`config.mk`:
```
export PLATFORM = sky130hd
export DESIGN_NAME = rsge_queue
export DESIGN_NICKNAME = d
export VERILOG_FILES = /design/src/hw/rtl/rsge_pkg.sv /design/src/hw/rtl/rsge_queue.sv
export SDC_FILE = /design/constraint.sdc
export NUM_CORES = 1
export LEC_CHECK = 0
export BUFFER_PORTS_ARGS = -buffer_cell sky130_fd_sc_hd__buf_2
export CAP_MARGIN = 20
export CORE_MARGIN = 3
export CORE_UTILIZATION = 55
export CTS_CLUSTER_DIAMETER = 80
export CTS_CLUSTER_SIZE = 10
export DETAILED_ROUTE_END_ITERATION = 8
export PLACE_DENSITY = 0.83
export SETUP_SLACK_MARGIN = 0.1
export SYNTH_ARGS = -nofsm -noshare
export SYNTH_HDL_FRONTEND = slang
export SYNTH_SLANG_ARGS = --single-unit
export TNS_END_PERCENT = 10
```
`constraint.sdc`:
```
create_clock -name clk_i -period 7.3 [get_ports clk_i]
set_clock_uncertainty 0.05 [all_clocks]
set_input_delay 1.46 -clock clk_i [delete_from_list [all_inputs] [get_ports clk_i]]
set_output_delay 1.46 -clock clk_i [all_outputs]
set_load 0.02 [all_outputs]
```
`src/hw/rtl/rsge_pkg.sv`:
```
// rsge_pkg: shared types, constants and channel arithmetic for the
// squared gradient energy block; used by every module under hw/rtl
package rsge_pkg;

  // field and register widths
  localparam int unsigned PixelW      = 24;
  localparam int unsigned ChanW       = 8;
  localparam int unsigned LineWidthW  = 13;
  localparam int unsigned EnergyW     = 48;
  localparam int unsigned SquareW     = 2 * ChanW;
  localparam int unsigned PairW       = SquareW + 2;
  localparam int unsigned AddW        = PairW + 1;

  // defaults and reset values
  localparam int unsigned MaxWidthDefault = 4096;
  localparam int unsigned SumBitsDefault  = 48;
  localparam logic [LineWidthW-1:0] LineWidthReset = LineWidthW'(4096);

  // queue between front and back
  localparam int unsigned QueueDepth = 2;

  // one classified pixel handed from front to back
  typedef struct packed {
    logic [PixelW-1:0] pixel;
    logic [PixelW-1:0] above;
    logic [PixelW-1:0] left;
    logic              scored;
    logic              last;
  } item_t;

  // squared difference of one 8-bit channel
  function automatic logic [SquareW-1:0] sq_diff(input logic [ChanW-1:0] a,
                                                  input logic [ChanW-1:0] b);
    logic [ChanW-1:0] d;
    d = (a >= b) ? (a - b) : (b - a);
    return SquareW'(d) * SquareW'(d);
  endfunction

  // sum of squared channel differences of two pixels
  function automatic logic [PairW-1:0] pair_energy(input logic [PixelW-1:0] a,
                                                    input logic [PixelW-1:0] b);
    logic [PairW-1:0] r;
    logic [PairW-1:0] g;
    logic [PairW-1:0] bl;
    r  = PairW'(sq_diff(a[7:0],   b[7:0]));
    g  = PairW'(sq_diff(a[15:8],  b[15:8]));
    bl = PairW'(sq_diff(a[23:16], b[23:16]));
    return r + g + bl;
  endfunction

endpackage

```
`src/hw/rtl/rsge_queue.sv`:
```
// rsge_queue: short register queue between front and back so each side
// stalls on its own; depends on rsge_pkg
module rsge_queue (
  input  logic            clk_i,
  input  logic            rst_ni,
  input  logic            push_valid_i,
  output logic            push_ready_o,
  input  rsge_pkg::item_t push_item_i,
  output logic            pop_valid_o,
  input  logic            pop_ready_i,
  output rsge_pkg::item_t pop_item_o
);

  localparam int unsigned PtrW = (rsge_pkg::QueueDepth > 1) ?
                                 $clog2(rsge_pkg::QueueDepth) : 1;
  localparam int unsigned CntW = $clog2(rsge_pkg::QueueDepth + 1);

  rsge_pkg::item_t entries_q [rsge_pkg::QueueDepth];
  logic [PtrW-1:0] wr_ptr_q;
  logic [PtrW-1:0] rd_ptr_q;
  logic [CntW-1:0] count_q;
  logic            push;
  logic            pop;

  assign push_ready_o = count_q != CntW'(rsge_pkg::QueueDepth);
  assign pop_valid_o  = count_q != '0;
  assign push         = push_valid_i & push_ready_o;
  assign pop          = pop_valid_o & pop_ready_i;
  assign pop_item_o   = entries_q[rd_ptr_q];

  // pointers and fill count
  always_ff @(posedge clk_i or negedge rst_ni) begin
    if (!rst_ni) begin
      wr_ptr_q <= '0;
      rd_ptr_q <= '0;
      count_q  <= '0;
    end else begin
      if (push) begin
        wr_ptr_q <= (wr_ptr_q == PtrW'(rsge_pkg::QueueDepth - 1)) ? '0 :
                    wr_ptr_q + PtrW'(1);
      end
      if (pop) begin
        rd_ptr_q <= (rd_ptr_q == PtrW'(rsge_pkg::QueueDepth - 1)) ? '0 :
                    rd_ptr_q + PtrW'(1);
      end
      if (push && !pop) begin
        count_q <= count_q + CntW'(1);
      end else if (pop && !push) begin
        count_q <= count_q - CntW'(1);
      end
    end
  end

  // entry storage
  always_ff @(posedge clk_i) begin
    if (push) begin
      entries_q[wr_ptr_q] <= push_item_i;
    end
  end

endmodule

```
## Yosys cells after proc, flatten, opt, wreduce, memory -nomap -nowiden

Memories as Yosys holds them, arrays and structs flattened.
Index checks and enable logic that the tools add are counted.

- Register bits after elaboration: 4
- Memory bits (writable): 148
- Input port bits: 78
- Output and inout bits: 76
- Logic and storage cells: 23
- Memories: 1

- $add $sub $neg: 4
- Equal/unequal tests: 1
- Multiplexer cells: 6
- Bitwise gates (word level): 2
- Reduce and logical (&&, ||, !) cells: 6

Memory list:

| name | depth | bits a word | rd ports | clocked after memory_dff | write ports | RTL line | RTL |
|---|---|---|---|---|---|---|---|
| entries_q | 2 | 74 | 1 | 0 | 1 | rsge_queue.sv:18 | `rsge_pkg::item_t entries_q [rsge_pkg::QueueDepth];` |

Operators with widths:

| kind | count |
|---|---|
| 2-to-1 mux 1 bit | 4 |
| 2-to-1 mux 2 bit | 2 |
| nonzero test 2 bit | 2 |
| adder 1 bit, second input constant | 2 |
| adder 2 x 1 -> 2 bit, second input constant | 1 |
| AND 1 bit | 2 |
| logical AND 1 bit | 2 |
| zero test 1 bit | 2 |
| != test 2 bit, second input constant | 1 |
| subtractor 2 x 1 -> 2 bit, second input constant | 1 |

## Longest topological paths before layout

- Word-level depth: 6
- Depth in mapped cells: 7
- Mapped depth without buffers: 7

## Worst setup path before layout

Ideal clock, no wire load.

- Path type: input to register
- Start point: input port push_valid_i
- End point: memory entries_q[0][0] (netlist name) (enable)
- Library setup time: 0.507 ns
- Arrival time: 4.645 ns
- Required time: 6.743 ns
- Slack: 2.098 ns
- Stages: 2
- Path buffers: 0
- Path through: nand2_1 -> nor2_1

- Longest elaborated chain between the ends: 3

RTL lines:

| element | RTL line | RTL |
|---|---|---|
| start: declaration | rsge_queue.sv:6 | `input logic push_valid_i,` |
| AND 1 bit | rsge_queue.sv:27 | `assign push = push_valid_i & push_ready_o;` |
| 2-to-1 mux 1 bit | rsge_queue.sv:56 | `if (push) begin` |
| 2-to-1 mux 1 bit (implied by the code) | rsge_queue.sv:57 | `entries_q[wr_ptr_q] <= push_item_i;` |
| end: declaration | rsge_queue.sv:18 |  |

No other way between the ends.

==> impl_metrics.tcl <==
set metrics [dict create \
    cp_slowest_stage_delay_ps 820 \
    cts-resized-gates 0 \
    drtPass1Iterations 5 \
    drtIter0Drc 141 \
    wl_met1_microns 3647 \
    finalCritPeriodShare 0.5594 \
    coreArea_sq_um 9955 \
    dpl_cell_area_sq_um 6623 \
    period_minus_slack_ps 4084 \
    overflow 0 \
    die_x_microns 108.1 \
    p_switching_w 0.0009699 \
    start_util 0.5763 \
    routed_wl_microns 9530 \
    rsz0062_at_grt "no" \
    root_buffer "clkbuf_8" \
    cts_buffer_depth 2 \
    cts_hold_buf 0 \
    synth.distinct_cells 15 \
    place_congestion 0.6874 \
    internal_power_w 0.002156 \
    clockPowerShare 0.267 \
    hold_path_class "flip-flop to flip-flop" \
    fin_area_sq_um 7198 \
    synth_top_area_share 0.7747 \
    via_per_inst 5.005 \
    hold_viol 0 \
    regArea_sq_um 4548 \
    post-synth-top-area-cell "edfxtp_1" \
    std_cell_rows 36 \
    synth-seq-area-share 0.7921 \
    path_buf_inv 2 \
    path_clk_slew_ps 60 \
    p_per_area_nw_per_um2 434.2 \
    cts_setup_buffers 0 \
    wl_per_cell_microns 17.05 \
    max_freq_ghz 0.2449 \
    irDropWorstVdd_uv 317.6 \
    die_area_sq_um 11690 \
    cp_slowest_cell "dfrtp_4" \
    worstPathRequired_ps 5790 \
    grt_pass1_vias 2947 \
    cap_violations 0 \
    cts_tree "built" \
    track_usage 0.1699 \
    ys_ff_latch 152 \
    met3_length_microns 760 \
    ys_warn_count 0 \
    num_vias 2798 \
    ios 154 \
    cts_sinks 152 \
    chipHeight_microns 108.1 \
    outcome "complete, no violations" \
    setup_viol 0 \
    drt.antenna.violating_nets 0 \
    ys_top_cells_by_area "edfxtp_1 (77%), mux2_4 (13%), mux2_2 (4.7%), dfrtp_1 (1.7%), buf_6 (1.2%)" \
    drive_gt1_frac 0.6127 \
    highest_layer "met4" \
    p_seq_frac 0.415 \
    clock_latency_ps 510 \
    power_w 0.003126 \
    grt_first_pass_wirelength_microns 14640 \
    switching_share 0.3103 \
    n_antenna_cell 0 \
    finalMaxSlewViolations 0 \
    relSlewSlack 0.2862 \
    wl_met2_microns 5025 \
    h-tree-depth 4 \
    postLayoutCoreUtil 0.7231 \
    path_cells "buf_4 -> mux2_2 -> buf_2" \
    syn_nets 327 \
    fill_cells 606 \
    drc 0 \
    setup_tns_ps 0 \
    grt_antenna_before_repair 0 \
    port_buffers 153 \
    syn2layout_area_growth_pct 25.47 \
    p_leak_nw 2.849 \
    synthesis.area_sq_um 5737 \
    grt_max_degree 75 \
    cts_inserted_buffers 17 \
    combPwrFrac 0.318 \
    cp-start-kind "flip-flop" \
    avgSynthCellArea_sq_um 23.13 \
    tightest_slew_ps 1068 \
    multi_input_area_sq_um 1124 \
    crit_type "flip-flop to output pin" \
    final_nets 493 \
    crit_path_end_kind "output pin" \
    synthCells 248 \
    crit_fanout 39 \
    arrival_ps 2570 \
    cp_top_family "flip-flops" \
]
==> cell usage after synthesis <==
master and count:
xnor2_1 3, dfrtp_1 4, and3_1 1, buf_2 2, ha_1 1, edfxtp_1 148, xor2_1 2, or2_2 1
mux2_2 24, nand2b_1 1, mux2_4 50, inv_1 1, buf_6 6, nand2_1 2, nor2_1 2
==> per-layer routing <==
metal	global-route usage	vias up
met5	0	-
met1	0.1970	1364
met3	0.06746	10
met2	0.2846	112
met4	0.06763	0
li1	-	1312
==> worst paths after layout <==
check / cells after the start / slack, ps / from / end
max: 3 / 3220 / rd_ptr_q / pop_item_o[66]
max reg2reg: 4 / 4690 / count_q[0] / entries_q[0][67]
max in group asynchronous: 1 / 6380 / rst_ni / rd_ptr_q
min: 1 / 440 / count_q[1] / count_q[1]
min in group asynchronous: 1 / 690 / rst_ni / count_q[1]
min reg2reg: 1 / 440 / count_q[1] / count_q[1]
==> area by class of cell <==
class,count,share of cell area
sequential,152,0.6318
clock buffer,20,0.05910
clock inverter,11,0.02086
multi-input combinational,87,0.1561
inverter,1,0.0005215
timing repair buffer,155,0.1085
tap,133,0.02312
==> metrics by stage <==
step                      hold WS (ps)  worst slack, ps  cells
final                            440.9             3216    559
after CTS                        441.4             3145    559
after floorplan                  405.9             2098    248
after global placement           429.9             3741    528
after detailed placement         427.1             3691    528
after global routing             464.9             3066    559
==> logic make-up (layout without fill, tap and decap cells) <==
family                     Yosys count  after routing  share of synthesized area
buffers and inverters                9            187                    0.01418
adders and majority gates            1              1                   0.002181
and+or+nand+nor                      7              7                   0.005892
DFF                                152            152                     0.7921
xor gates and xnor gates             5              5                   0.007635
muxes                               74             74                     0.1780
==> power groups by stage <==
| stage | sequential, W | combinational [W] | clock [W] |
|---|---|---|---|
| after floorplan | 0.00127 | 0.000796 | 0 |
| after global placement | 0.00131 | 0.000988 | 0 |
| after detailed placement | 0.00132 | 0.00101 | 0 |
| after CTS | 0.00130 | 0.00101 | 0.000852 |
| after global routing | 0.00132 | 0.00106 | 0.000888 |
| final | 0.00130 | 0.000992 | 0.000835 |
==> sequential cells by signal, indices dropped and copies added, names as in the netlist <==
register,cells
wr_ptr_q,1
rd_ptr_q,1
count_q,2
entries_q,148
==> placed cells by master, fill, tap and decap left out, drive strengths merged <==
cell type    n
and3         1
buf        155
bufinv       3
clkbuf      20
clkinv       2
clkinvlp     5
dfrtp        4
edfxtp     148
ha           1
inv          2
mux2        74
nand2        2
nand2b       1
nor2         2
or2          1
xnor2        3
xor2         2
(Power assumes the default switching activity.)
