===== config.mk =====
export PLATFORM = sky130hd
export DESIGN_NAME = rsge_back
export DESIGN_NICKNAME = d
export VERILOG_FILES = /design/src/hw/rtl/rsge_pkg.sv /design/src/hw/rtl/rsge_back.sv
export SDC_FILE = /design/constraint.sdc
export NUM_CORES = 1
export LEC_CHECK = 0
export BUFFER_PORTS_ARGS = -buffer_cell sky130_fd_sc_hd__buf_2
export CAP_MARGIN = 10
export CORE_ASPECT_RATIO = 0.75
export CORE_MARGIN = 2
export CORE_UTILIZATION = 35
export DETAILED_ROUTE_END_ITERATION = 16
export HOLD_SLACK_MARGIN = 0.05
export PLACE_DENSITY = 0.53
export SLEW_MARGIN = 20
export SYNTH_ARGS = -nofsm -noshare
export SYNTH_HDL_FRONTEND = slang
export SYNTH_SLANG_ARGS = --single-unit

===== constraint.sdc =====
create_clock -name clk_i -period 3.1 [get_ports clk_i]
set_input_delay 0.62 -clock clk_i [delete_from_list [all_inputs] [get_ports clk_i]]
set_output_delay 0.62 -clock clk_i [all_outputs]
set_load 0.03 [all_outputs]

===== src/hw/rtl/rsge_pkg.sv =====
// rsge_pkg: shared types, constants and channel arithmetic for the
// squared gradient energy block; used by every module under hw/rtl
package rsge_pkg;

  // field and register widths
  localparam int unsigned PixelW      = 24;
  localparam int unsigned ChanW       = 8;
  localparam int unsigned LineWidthW  = 13;
  localparam int unsigned EnergyW     = 48;
  localparam int unsigned SquareW     = 2 * ChanW;
  localparam int unsigned PairW       = SquareW + 2;
  localparam int unsigned AddW        = PairW + 1;

  // defaults and reset values
  localparam int unsigned MaxWidthDefault = 4096;
  localparam int unsigned SumBitsDefault  = 48;
  localparam logic [LineWidthW-1:0] LineWidthReset = LineWidthW'(4096);

  // queue between front and back
  localparam int unsigned QueueDepth = 2;

  // one classified pixel handed from front to back
  typedef struct packed {
    logic [PixelW-1:0] pixel;
    logic [PixelW-1:0] above;
    logic [PixelW-1:0] left;
    logic              scored;
    logic              last;
  } item_t;

  // squared difference of one 8-bit channel
  function automatic logic [SquareW-1:0] sq_diff(input logic [ChanW-1:0] a,
                                                  input logic [ChanW-1:0] b);
    logic [ChanW-1:0] d;
    d = (a >= b) ? (a - b) : (b - a);
    return SquareW'(d) * SquareW'(d);
  endfunction

  // sum of squared channel differences of two pixels
  function automatic logic [PairW-1:0] pair_energy(input logic [PixelW-1:0] a,
                                                    input logic [PixelW-1:0] b);
    logic [PairW-1:0] r;
    logic [PairW-1:0] g;
    logic [PairW-1:0] bl;
    r  = PairW'(sq_diff(a[7:0],   b[7:0]));
    g  = PairW'(sq_diff(a[15:8],  b[15:8]));
    bl = PairW'(sq_diff(a[23:16], b[23:16]));
    return r + g + bl;
  endfunction

endpackage


===== src/hw/rtl/rsge_back.sv =====
// rsge_back: squares channel differences, accumulates with saturation and
// holds the frame total for the output; depends on rsge_pkg
module rsge_back #(
  parameter int unsigned SUM_BITS = rsge_pkg::SumBitsDefault
) (
  input  logic                             clk_i,
  input  logic                             rst_ni,
  input  logic                             item_valid_i,
  output logic                             item_ready_o,
  input  rsge_pkg::item_t                  item_i,
  output logic                             energy_valid_o,
  input  logic                             energy_ready_i,
  output logic [rsge_pkg::EnergyW-1:0]     total_energy_o
);

  logic                         add_valid_q;
  logic [rsge_pkg::AddW-1:0]    add_q;
  logic                         add_scored_q;
  logic                         add_last_q;
  logic                         add_fire;
  logic                         add_ready;
  logic [SUM_BITS-1:0]          sum_q;
  logic [SUM_BITS-1:0]          sum_nxt;
  logic [SUM_BITS:0]            sum_ext;
  logic                         out_valid_q;
  logic [rsge_pkg::EnergyW-1:0] out_q;

  // a non-final beat always drains; a final one needs the output free
  assign add_fire     = add_valid_q &
                        (~add_last_q | ~out_valid_q | energy_ready_i);
  assign add_ready    = ~add_valid_q | add_fire;
  assign item_ready_o = add_ready;

  // energy of one pixel against its upper and left neighbors
  always_ff @(posedge clk_i) begin
    if (item_valid_i && add_ready) begin
      add_q <= rsge_pkg::AddW'(rsge_pkg::pair_energy(item_i.pixel, item_i.above)) +
               rsge_pkg::AddW'(rsge_pkg::pair_energy(item_i.pixel, item_i.left));
      add_scored_q <= item_i.scored;
      add_last_q   <= item_i.last;
    end
  end

  // saturating accumulate
  always_comb begin
    sum_ext = {1'b0, sum_q} + (SUM_BITS + 1)'(add_q);
    if (!add_scored_q) begin
      sum_nxt = sum_q;
    end else if (sum_ext[SUM_BITS]) begin
      sum_nxt = '1;
    end else begin
      sum_nxt = sum_ext[SUM_BITS-1:0];
    end
  end

  // control, accumulator and output beat
  always_ff @(posedge clk_i or negedge rst_ni) begin
    if (!rst_ni) begin
      add_valid_q <= 1'b0;
      sum_q       <= '0;
      out_valid_q <= 1'b0;
    end else begin
      if (item_valid_i && add_ready) begin
        add_valid_q <= 1'b1;
      end else if (add_fire) begin
        add_valid_q <= 1'b0;
      end
      if (add_fire) begin
        sum_q <= add_last_q ? '0 : sum_nxt;
      end
      if (add_fire && add_last_q) begin
        out_valid_q <= 1'b1;
      end else if (energy_ready_i) begin
        out_valid_q <= 1'b0;
      end
    end
  end

  always_ff @(posedge clk_i) begin
    if (add_fire && add_last_q) begin
      out_q <= rsge_pkg::EnergyW'(sum_nxt);
    end
  end

  assign energy_valid_o = out_valid_q;
  assign total_energy_o = out_q;

`ifndef SYNTHESIS
  // frame end leaves a cleared accumulator
  a_clear_after_last: assert property (@(posedge clk_i) disable iff (!rst_ni)
    (add_fire && add_last_q) |=> (sum_q == '0))
    else $error("accumulator not cleared after frame end");

  // within a frame the sum never falls
  a_sum_monotonic: assert property (@(posedge clk_i) disable iff (!rst_ni)
    (add_fire && !add_last_q) |=> (sum_q >= $past(sum_q)))
    else $error("accumulator decreased within a frame");

  // a total appears only after a final beat was folded in
  a_out_from_last: assert property (@(posedge clk_i) disable iff (!rst_ni)
    $rose(out_valid_q) |-> $past(add_fire && add_last_q))
    else $error("output raised without a final beat");
`endif

endmodule


# After elaboration in Yosys (flattened, before gate mapping)

Cells that the tools add are included.

Register bits: 119
Input bits: 78
Output and inout port bits: 50
Word-level logic and storage cells: 61

Add/sub/neg operators: 18
$mul: 6
Magnitude comparators: 6
Multiplexer cells: 13
Bitwise logic cells: 7
Reductions and logical operators: 4

Operators with widths:

| operator                          | count |
|---|---|
| two-way mux 48 bit                | 3 |
| multiplier 8 x 8 -> 16 bit        | 6 |
| subtractor 8 bit                  | 12 |
| adder 48 x 19 -> 49 bit           | 1 |
| greater-or-equal comparator 8 bit | 6 |
| two-way mux 8 bit                 | 6 |
| adder 17 x 16 -> 18 bit           | 2 |
| adder 16 x 16 -> 17 bit           | 2 |
| adder 18 x 18 -> 19 bit           | 1 |
| two-way mux 1 bit                 | 4 |
| nonzero test 2 bit                | 2 |
| inverter 1 bit                    | 3 |
| OR 1 bit                          | 3 |
| logical AND 1 bit                 | 2 |
| bitwise AND 1 bit                 | 1 |

# Logic depth before layout (Yosys ltp)

Gate-level depths: netlist of the first run.

Depth in word-level cells: 7
Depth in mapped cells: 38
Gate-level depth less buffers: 36

# Least setup slack after synthesis of the first run

No wires, ideal clock.

Path kind: input to register
Start: in item_i[66] (netlist bit)
End: reg add_q[18] (netlist bit) (data pin)
Setup time: 0.260 ns
Arrival time: 9.671 ns
Data required time: 2.840 ns
Path slack: -6.831 ns
Cell stages on the path: 33
Path buffers: 0
Cells stage by stage: inv_1 ha_1 inv_1 fa_1 a21o_1 a2111oi_4 o21ai_0 a21oi_1 mux2i_2 a221oi_4 xnor2_1 nand2_1 fa_1 fa_1 fa_1 inv_1 fa_1 fa_1 fa_1 fa_1 inv_1 fa_1 inv_1 fa_1 ha_1 and2_1 a311o_1 o31a_1 a41o_1 o221ai_1 o2111ai_1 a21oi_1 xnor2_1

Word-level cells in the longest chain between the ends: 5
Elaborated cells on any way between the ends: 13
Classes of those cells: add/sub: 7; mul: 2; order compare: 2; mux: 2

RTL lines:

| what                                                                  | line            | RTL |
|---|---|---|
| start, declared                                                       | rsge_back.sv:10 | `input rsge_pkg::item_t item_i,` |
| subtractor 8 bit or greater-or-equal comparator 8 bit (tied branches) | rsge_pkg.sv:35  | `d = (a >= b) ? (a - b) : (b - a);` |
| two-way mux 8 bit                                                     | rsge_pkg.sv:35  |  |
| multiplier 8 x 8 -> 16 bit                                            | rsge_pkg.sv:36  | `return SquareW'(d) * SquareW'(d);` |
| adder 17 x 16 -> 18 bit                                               | rsge_pkg.sv:48  | `return r + g + bl;` |
| adder 18 x 18 -> 19 bit *                                             | rsge_back.sv:37 | `add_q <= rsge_pkg::AddW'(rsge_pkg::pair_energy(item_i.pixel, item_i.above)) +` |
| end signal, assigned                                                  | rsge_back.sv:37 |  |
| end, declared                                                         | rsge_back.sv:17 | `logic [rsge_pkg::AddW-1:0] add_q;` |

Every way passes the cells marked *; elsewhere a longest branch is shown, timed or not.
A chain may end at the register's enable or synchronous reset.

# Worst setup path in the final report of the first run

Start: in item_i[58] (netlist bit)
End: reg add_q[18] (netlist bit) (data pin)

Word-level cells in the longest chain between the ends: 6
Elaborated cells on any way between the ends: 15
Classes of those cells: add/sub: 9; mul: 2; order compare: 2; mux: 2

RTL lines:

| what                                                                  | line |
|---|---|
| subtractor 8 bit or greater-or-equal comparator 8 bit (tied branches) | rsge_pkg.sv:35 |
| two-way mux 8 bit                                                     | rsge_pkg.sv:35 |
| multiplier 8 x 8 -> 16 bit                                            | rsge_pkg.sv:36 |
| adder 16 x 16 -> 17 bit                                               | rsge_pkg.sv:48 |
| adder 17 x 16 -> 18 bit                                               | rsge_pkg.sv:48 |
| adder 18 x 18 -> 19 bit *                                             | rsge_back.sv:37 |

Marks and branches as above.

==> impl_results.md, run 1 <==
* Root buffer cell: clkbuf_16
* Fin nets at approximately 3600
* EDFF count, synth at just under 70
* Critical path peak fanout at 4
* Crit start category: input port
* Synth warn at 0
* Fillers at between 5000 and 6000
* Xor/xnor share of the synthesized area at 3.71%
* Final Hold Viols at 0
* Max-slew headroom at about 51%
* Largest net degree at the start of global routing at slightly above 50
* Leading cell types in the layout, fill and taps excluded: 509 x buf_4, 489 x inv_1, 281 x fa_1
* Buf+Inv Stages, Crit Path at 7
* Status: finished, violations left
* Clk buf depth at 2
* Simple-Gate Fraction of Synth Area at about 12%
* Final worst slack at -6.13 ns
* Crit-path leading delay family: adder cells
* Cts hold-fix bufs at 0
* Crit path largest cell delay at about 0.58 ns
* Worst Path Required at between 3 and 4 ns
* Critical Path End Type: flip-flop
* Crit path kind: input port to flip-flop
* Final HPWL DP at 50500 um
* Starting Density at around a third
* CTS clk-pin slew, worst paths at roughly 0.06 ns
* H-tree depth at 4
* Minimum clock period at between 9 and 10 ns
* Setup slack, reg-to-reg at roughly 0.03 ns
* # rows at between 70 and 80
* Yosys cell types at 89
* Most common cell after layout, fill and taps aside: buf_4
* DIE AREA at approximately 0.063 sq mm
* Core Area at roughly 0.06 sq mm
* Drt via density at roughly 4.8
* Fin crit share at 298%
* Worst Clk Skew at between 0.01 and 0.015 ns
* Clk sink count at 119
* R2r worst-path depth at 12
* Seq/Total Area, Yosys at ~16%
* Buffers added on ports at between 100 and 150
* Post-Synthesis Cells at 2295
* CTS tree: yes
* Layout cells sized above 1 at roughly a third
* Max-slew violation count at 0
* First-pass GRT wire length at between 90000 and 100000 um
* Worst Hold Margin at around 0.33 ns
* Post-synthesis compound-gate area fraction at 13.1%
* Initial antenna violation count at 0
* Routed Antenna Nets at 0
* WP data arrival at approximately 9.4 ns
* Achievable frequency at ~110 MHz
* Combinational family with the most area after synthesis: adder cells
* Die Height at around 220 um
* GR Util All Layers at 19.1%
* Synth Area in Adders at between 40% and 50%
* Synthesized cell area at 0.0213 sq mm
* Vias post-DR at roughly 18000
* Slew of the pin with the lowest slew margin at 0.741 ns
* Number of max-cap violations at 0
* Post-synthesis register bit count at about 120
* DRT Pass-1 Iters at 5
* Num CTS Buffers at 17
* # setup viols final at 18
* Vias in the first global route at about 19000
* Final WL at between 50000 and 60000 um
* Failing checks: negative setup slack
* Hold Path Class: input port to asynchronous set/reset pin
* Worst path most repeated cell: fa_1
* Worst r2r src: add_q[0]
* Mapped Avg Cell Area at about 9.3 sq um
* Post-synth ARST share at between 40 and 50%
* Global route overflow at 0
* Die width at 289 um
* Reg2reg end: total_energy_o[40]
* DR WL/cell at 15.9 um
* RD Place Congestion at roughly 0.9
* RSZ-0062 raised after global routing: true
* Diode count at 0
* Mux share of post-synthesis cell area at approximately 2.3%
* 1st-iter DRT viols at slightly above 1000
* DRC viols at 0
* Clock Latency Late Sink at 0.42 ns
* IO Count at between 100 and 150
* Dominant synthesized flop cell: edfxtp_1
* Area Growth Syn to Fin at 35.9%
* Slowest CP cell: fa_1
state kept, by name (all words and copies together), names as in the netlist:
name            cells
sum_q              48
total_energy_o     48
add_q              19
add_last_q          1
add_scored_q        1
add_valid_q         1
energy_valid_o      1
logic make-up after synthesis:
kind of cell / count (synthesis)
buffers and inverters: 569
adder cells (fa/ha/maj): 550
AND/OR/NAND/NOR: 530
AO/OA/AOI/OAI: 392
flip-flops: 119
XOR/XNOR: 87
multiplexers: 47
other: 1
synthesized netlist by cell type (4+ instances only):
cell type	instances	area [sq um]
inv_1	519	1950
fa_1	303	6070
ha_1	247	3090
nor2_1	194	728
nand2_1	95	357
a21oi_1	94	470
o21ai_0	70	350
edfxtp_1	69	2070
xnor2_1	65	569
dfrtp_1	50	1250
nor3_1	38	190
mux2i_1	34	340
nand3_1	34	170
clkbuf_1	32	120
a21o_1	31	233
or2_2	29	181
nand2b_1	24	150
and3_1	21	131
and2_1	20	125
o22a_1	20	175
o221a_2	19	214
o21a_1	18	135
xor2_1	18	158
o21bai_1	17	128
a31oi_1	16	100
a211oi_1	15	113
nor2b_1	15	93.8
nand4_1	14	87.6
or3_1	13	81.3
buf_2	12	60.1
mux2_2	12	135
and4_1	7	61.3
o211ai_1	7	52.6
o31a_1	6	52.6
o31ai_1	6	45.0
a41oi_1	5	43.8
o2111ai_1	5	43.8
a2111o_1	4	45.0
a22o_1	4	35.0
a31o_2	4	35.0
buf_4	4	30.0
nor3b_1	4	30.0
o21ai_1	4	20.0
o221ai_1	4	35.0
o41ai_1	4	35.0
routing by layer:
metal	up-vias	routed length (um)	share of wire [%]	track usage, %
met5	-	0	0	0
met3	39	2100	3.5	1.17
met1	8825	28400	48	27.3
li1	8741	-	-	-
met2	374	28300	48	32.4
met4	0	577	0.97	3.20
per-stage QoR:
stage / instance area (sq um) / setup slack (ns) / TNS, ns / utilization (%) / instances
finish: 29000 / -6.13 / -91.49 / 48.0 / 3744
global route: 29000 / -6.46 / -96.62 / 48.0 / 3744
CTS: 28400 / -6.09 / -91.47 / 47.0 / 3725
detailed placement: 27000 / -6.69 / -101.91 / 44.8 / 3665
global placement: 27000 / -6.56 / -103.43 / 44.8 / 3665
floorplan: 21900 / -6.05 / -88.47 / - / 2296
final cells by class:
type | instances | area, sq um | share of cell area [%]
tap | 800 | 1000 | 3.45
multi-input combinational | 1608 | 17200 | 59.4
timing repair buffer | 666 | 4850 | 16.7
clock inverter | 11 | 144 | 0.496
inverter | 519 | 1980 | 6.83
sequential | 119 | 3320 | 11.5
clock buffer | 21 | 470 | 1.62
how the worst max path moves through the flow:
stage / start / to / slack [ns] / cells after the start
5_1_grt: item_i[50] / add_q[16] / -6.46 / 37
2_1_floorplan: item_i[66] / add_q[18] / -6.05 / 33
3_3_place_gp: item_i[50] / add_q[18] / -6.56 / 39
4_1_cts: item_i[58] / add_q[18] / -6.09 / 35
6_report: item_i[58] / add_q[18] / -6.13 / 35
3_5_place_dp: item_i[66] / add_q[18] / -6.69 / 36
what timing repair did:
action | CTS | global route
buffers inserted | 32 | 24
cloned | 0 | 2
pin swaps | 96 | 71
setup endpoints to repair | 40 | 68
gates resized for setup | 115 | 95
Power of run 1 is left out: the tool's default activity adds up to more than one toggle a clock period on the data nets, which glitch-free logic cannot reach.
==> run 2, diff against run 1 <==
--- a/config.mk
+++ b/config.mk
@@ -5,6 +5,7 @@
 export SDC_FILE = /design/constraint.sdc
 export NUM_CORES = 1
 export LEC_CHECK = 0
+export ABC_AREA = 1
 export BUFFER_PORTS_ARGS = -buffer_cell sky130_fd_sc_hd__buf_2
 export CAP_MARGIN = 10
 export CORE_ASPECT_RATIO = 0.75
==> run 2 against run 1 <==
The flow still finishes with violations (negative setup slack); register-to-register slack better by 0.22 ns; first-iteration DRC count up 3.0%; critical path depth up 3; sequential share of layout area down 0.090 points; final cell count up 12%; cell area up 0.79%; non-clock buffer count down 76; largest cell class unchanged; die area up 3.3%; critical endpoint is now add_q[16].
==> impl_results.md, run 2 <==
* Post-synth ARST share at about 42%
* Status: finished, violations left
* Critical path origin: item_i[50]
* Buffers added on ports at 127
* Global route overflow at 0
* Synth area leaders: fa_1 28%, ha_1 14%, inv_1 12%
* Fillers at 6072
* Worst r2r src: sum_q[0]
* Max-slew headroom at a little under three fifths
* Root buffer cell: clkbuf_16
* First-pass GRT wire length at a little over 100000 um
* Most common cell after layout, fill and taps aside: inv_1
* Final HPWL DP at roughly 54000 um
* DIE AREA at approximately 0.065 sq mm
* Seq/Total Area, Yosys at 15.1%
* Cell accounting for the most synthesized area: fa_1
* Max-slew violation count at 0
* H-tree depth at 4
* Worst Clk Skew at 0.0111 ns
* Placed insts at 4132
* Crit start category: input port
* Minimum clock period at roughly 8.1 ns
* Clock Latency Late Sink at 0.43 ns
* Cts hold-fix bufs at 0
* Dominant synthesized flop cell: edfxtp_1
* Worst path most repeated cell: fa_1
* Synth cell count leaders: 729 x inv_1, 592 x nand2_1, 303 x fa_1
* Failing checks: negative setup slack
* Top-count cell post-synth: inv_1
* Post-synthesis register bit count at ~120
* Final worst slack at -5.01 ns
* Crit path kind: input port to flip-flop
* CTS clk-pin slew, worst paths at 0.06 ns
* Number of max-cap violations at 0
* # setup viols final at 18
* IO Count at 128
* Clk buf depth at 2
* Die width at between 200 and 300 um
* WP data arrival at a little over 8 ns
* Final core utilization at between 40% and 50%
* Largest net degree at the start of global routing at 49
* Yosys cell types at between 40 and 50
* Post-synth top area share at between 20% and 30%
* DRC viols at 0
* Slowest CP cell: fa_1
* Final non-filler cell total at 4210
* Post-Synthesis Cells at 2818
* # rows at 79
* Slew of the pin with the lowest slew margin at roughly 0.65 ns
* Routed Antenna Nets at 0
* Crit path largest cell delay at ~0.55 ns
* Mapped Avg Cell Area at ~7.8 sq um
* Drt via density at 4.58
* Worst Hold Margin at 0.143 ns
* Hold Path Class: input port to asynchronous set/reset pin
* Synth warn at 0
* Diode count at 0
* 1st-iter DRT viols at approximately 1100
* CTS tree: yes
* EDFF count, synth at 69
* Critical path peak fanout at 6
* Fin nets at 4015
* DR WL/cell at approximately 15 um
* Layout cells sized above 1 at about 28%
* Num CTS Buffers at 17
* Critical Path End Type: flip-flop
* Worst Path Required at between 3 and 4 ns
* Area Growth Syn to Fin at 32.5%
* RD Place Congestion at between 0.9 and 1
* RSZ-0062 raised after global routing: true
* GR Util All Layers at around a fifth
* Final WL at 62700 um
* Initial antenna violation count at 0
* Core Area at just over 0.06 sq mm
* Synthesized cell area at 0.0221 sq mm
* Vias in the first global route at just over 20000
* Starting Density at 35.5%
* Final Hold Viols at 0
* Achievable frequency at 123 MHz
* Leading cell types in the layout, fill and taps excluded: 683 x inv_1, 548 x nand2_1, 431 x buf_4
* Fin crit share at 262%
* DRT Pass-1 Iters at 6
* Die Height at 221 um
* Clk sink count at between 100 and 150
* Vias post-DR at around 19000
## run 2: critical path: cells and delay by family
kind | cells | cell delay, ns
compound gates | 6 | 0.82
simple gates | 7 | 0.71
fa+ha+maj | 12 | 5.20
xor+xnor | 1 | 0.09
buf+inv | 12 | 0.86
## run 2: what timing repair did
action / 4_1_cts / 5_1_grt
resized for setup: 139 / 95
endpoints found under the setup margin: 18 / 18
gates cloned: 1 / 0
setup buffers: 31 / 19
pin swaps: 102 / 92
hold endpoints to repair: 0 / 0
## run 2: path summary, 6_finish.rpt
check                                      to  depth (start not counted)  slack (ns)
max in group asynchronous           sum_q[14]                          2        2.31
setup reg to reg           total_energy_o[10]                         18        0.25
setup / recovery                    add_q[16]                         38       -5.01
hold reg to reg                     sum_q[11]                          2        0.50
min in group clk_i                 add_last_q                          1        0.37
hold / removal                      sum_q[37]                          1        0.14
## run 2: metrics by stage
stage | cell area (sq um) | TNS, ns | setup slack [ns]
2_1_floorplan | 22700 | -74.66 | -5.06
3_3_place_gp | 27300 | -89.87 | -5.81
3_5_place_dp | 27300 | -90.80 | -5.88
4_1_cts | 28700 | -76.12 | -4.95
5_1_grt | 29200 | -80.98 | -5.31
6_report | 29200 | -76.82 | -5.01
## run 2: cells by family after synthesis
kind of cell,after synthesis,share of synthesized area (%)
AND/OR/NAND/NOR,1066,20.3
AO/OA/AOI/OAI,195,5.31
buffers and inverters,782,13.5
adder cells (fa/ha/maj),550,41.5
XOR/XNOR,105,4.20
flip-flops,119,15.1
other,1,0.0170
## run 2: layer usage
layer / track usage [%] / up-vias / routed length, um
li1: - / 9615 / -
met1: 29.8 / 9293 / 31700
met2: 31.0 / 360 / 27800
met3: 2.41 / 33 / 2710
met4: 2.45 / 0 / 514
met5: 0 / - / 0
## run 2: final cells by class
cell class	instances	area, sq um	share of cell area (%)
Multi-Input combinational cell	1919	17200	58.7
Inverter	740	2830	9.69
Tap cell	810	1010	3.47
Clock buffer	23	468	1.60
Timing Repair Buffer	590	4290	14.7
Sequential cell	119	3320	11.4
Clock inverter	9	149	0.509
Power of run 2 is left out for the same reason.
==> run 3, diff against run 2 <==
--- a/config.mk
+++ b/config.mk
@@ -8,13 +8,13 @@
 export ABC_AREA = 1
 export BUFFER_PORTS_ARGS = -buffer_cell sky130_fd_sc_hd__buf_2
 export CAP_MARGIN = 10
-export CORE_ASPECT_RATIO = 0.75
+export CORE_ASPECT_RATIO = 1.25
 export CORE_MARGIN = 2
 export CORE_UTILIZATION = 35
 export DETAILED_ROUTE_END_ITERATION = 16
 export HOLD_SLACK_MARGIN = 0.05
 export PLACE_DENSITY = 0.53
-export SLEW_MARGIN = 20
+export SLEW_MARGIN = 10
 export SYNTH_ARGS = -nofsm -noshare
 export SYNTH_HDL_FRONTEND = slang
 export SYNTH_SLANG_ARGS = --single-unit
==> run 3 against run 2 <==
The flow still finishes with violations (negative setup slack); critical path depth shrank 4; register-to-register slack gained 0.11 ns; hold slack gained 0.069 ns; clock skew shrank 0.0023 ns; first-iteration DRC count shrank 28%; utilization grew 0.60 points; sequential share of layout area shrank 0.14 points; flip-flop and latch count is the same; non-clock buffer count grew 8.
==> impl_results.md, run 3 (synthesis gave the netlist of run 2 again) <==
* Status: finished, violations left
* Failing checks: negative setup slack
* Final WL at ~64000 um
* DR WL/cell at 15.0 um
* Worst Path Required at 3.29 ns
* DP Area at 0.0273 sq mm
* Routed Antenna Nets at 0
* Crit start category: input port
* Reg2reg end: total_energy_o[11]
* Buffers added on ports at approximately 130
* Leading cell types in the layout, fill and taps excluded: 660 x inv_1, 534 x nand2_1, 432 x buf_4
* Slew of the pin with the lowest slew margin at around 0.66 ns
* Critical path peak fanout at 5
* Fin nets at slightly above 4000
* Final Cell Area at ~0.030 sq mm
* Area Growth Syn to Fin at 34.2%
* RD Place Congestion at about 0.94
* Area used by multi-input combinational logic at about 0.017 sq mm
* Worst r2r src: add_q[17]
* R2r worst-path depth at 13
* Crit path largest cell delay at 0.53 ns
* RSZ-0062 raised after global routing: true
* Num CTS Buffers at 17
* IO Count at between 100 and 150
* Vias post-DR at between 15000 and 20000
* # setup viols final at 18
* Worst Clk Skew at roughly 0.0088 ns
* Worst path most repeated cell: fa_1
* Most common cell after layout, fill and taps aside: inv_1
* DRC viols at 0
* Fillers at around 6100
* DIE AREA at 0.0650 sq mm
* Die Height at between 200 and 300 um
* H-tree depth at 4
* Max-slew violation count at 0
* Vias in the first global route at roughly 21000
* CTS clk-pin slew, worst paths at roughly 0.060 ns
* CTS tree: yes
* Global route overflow at 0
* Clock Latency Late Sink at 0.43 ns
* FF/Latch Area at roughly 0.0033 sq mm
* Initial antenna violation count at 0
* Starting Density at 35.5%
* Diode count at 0
* DRT Pass-1 Iters at 5
* Clk buf depth at 2
* Final worst slack at -4.88 ns
* Achievable frequency at around 130 MHz
* Crit path kind: input port to flip-flop
* First-pass GRT wire length at 104000 um
* Number of max-cap violations at 0
* Layout cells sized above 1 at around 30%
* Max-slew headroom at 55.7%
* WP data arrival at about 8 ns
* Die width at 229 um
* Critical Path End Type: flip-flop
* Drt via density at 4.54
* Hold Path Class: input port to asynchronous set/reset pin
* Root buffer cell: clkbuf_16
* Setup slack, reg-to-reg at around 0.36 ns
* GR Util All Layers at around 20%
* Minimum clock period at ~8.0 ns
* Slowest CP cell: fa_1
* Clk sink count at about 120
* Largest net degree at the start of global routing at between 40 and 50
* Final HPWL DP at roughly 55000 um
* Core Area at approximately 0.062 sq mm
* Fin crit share at 257%
* 1st-iter DRT viols at ~770
* Final Hold Viols at 0
* # rows at around 100
==> run 3: changes by cell type in the layout (fill, tap and decap cells not counted), sizes merged <==
| cell | change |
|---|---|
| clkbuf | -1 |
| clkinv | -1 |
| buf | +8 |
| clkinvlp | +1 |
| nand3 | +1 |
| bufinv | +1 |
==> run 3: cell type report <==
| class | instances | area share (%) |
|---|---|---|
| Multi-Input combinational cell | 1920 | 58.6 |
| Clock buffer | 22 | 1.53 |
| Sequential cell | 119 | 11.2 |
| Tap cell | 832 | 3.52 |
| Inverter | 740 | 9.59 |
| Timing Repair Buffer | 598 | 15.0 |
| Clock inverter | 10 | 0.596 |
==> run 3: how the worst max path moves through the flow <==
stage	slack, ns	to	from	cells after the start
2_1_floorplan	-5.06	add_q[13]	item_i[50]	37
3_3_place_gp	-5.56	add_q[17]	item_i[66]	37
3_5_place_dp	-5.54	add_q[16]	item_i[66]	33
4_1_cts	-4.84	add_q[16]	item_i[58]	34
5_1_grt	-5.16	add_q[17]	item_i[58]	37
6_report	-4.88	add_q[11]	item_i[58]	34
==> run 3: through the flow <==
stage / hold slack (ns) / util (%) / setup slack, ns / TNS (ns) / cells
6_report: 0.212 / 47.6 / -4.88 / -75.68 / 4241
3_3_place_gp: 0.484 / 43.9 / -5.56 / -86.26 / 4148
2_1_floorplan: 0.324 / - / -5.06 / -74.66 / 2819
5_1_grt: 0.263 / 47.6 / -5.16 / -79.85 / 4241
4_1_cts: 0.236 / 46.6 / -4.84 / -75.25 / 4228
3_5_place_dp: 0.489 / 43.9 / -5.54 / -86.53 / 4148
==> run 3: timing repair <==
item,4_1_cts,5_1_grt
resized for setup,160,137
endpoints found under the setup margin,18,18
endpoints found under the hold margin,0,0
hold buffers,0,0
gates cloned,2,0
buffers inserted,48,13
pin swaps,112,107
==> run 3: critical path: cells and delay by family <==
| kind | cells | cell delay (ns) |
|---|---|---|
| AO/OA/AOI/OAI | 4 | 0.59 |
| XOR/XNOR | 1 | 0.13 |
| adder cells (fa/ha/maj) | 12 | 5.27 |
| buffers and inverters | 10 | 0.79 |
| AND/OR/NAND/NOR | 7 | 0.76 |
==> run 3: routing by layer <==
| metal | share of wire [%] | global-route usage (%) |
|---|---|---|
| met3 | 1.9 | 1.30 |
| met4 | 2.9 | 6.06 |
| met5 | 0 | 0 |
| met1 | 38 | 21.6 |
| met2 | 57 | 40.6 |
Power of run 3 is left out for the same reason.
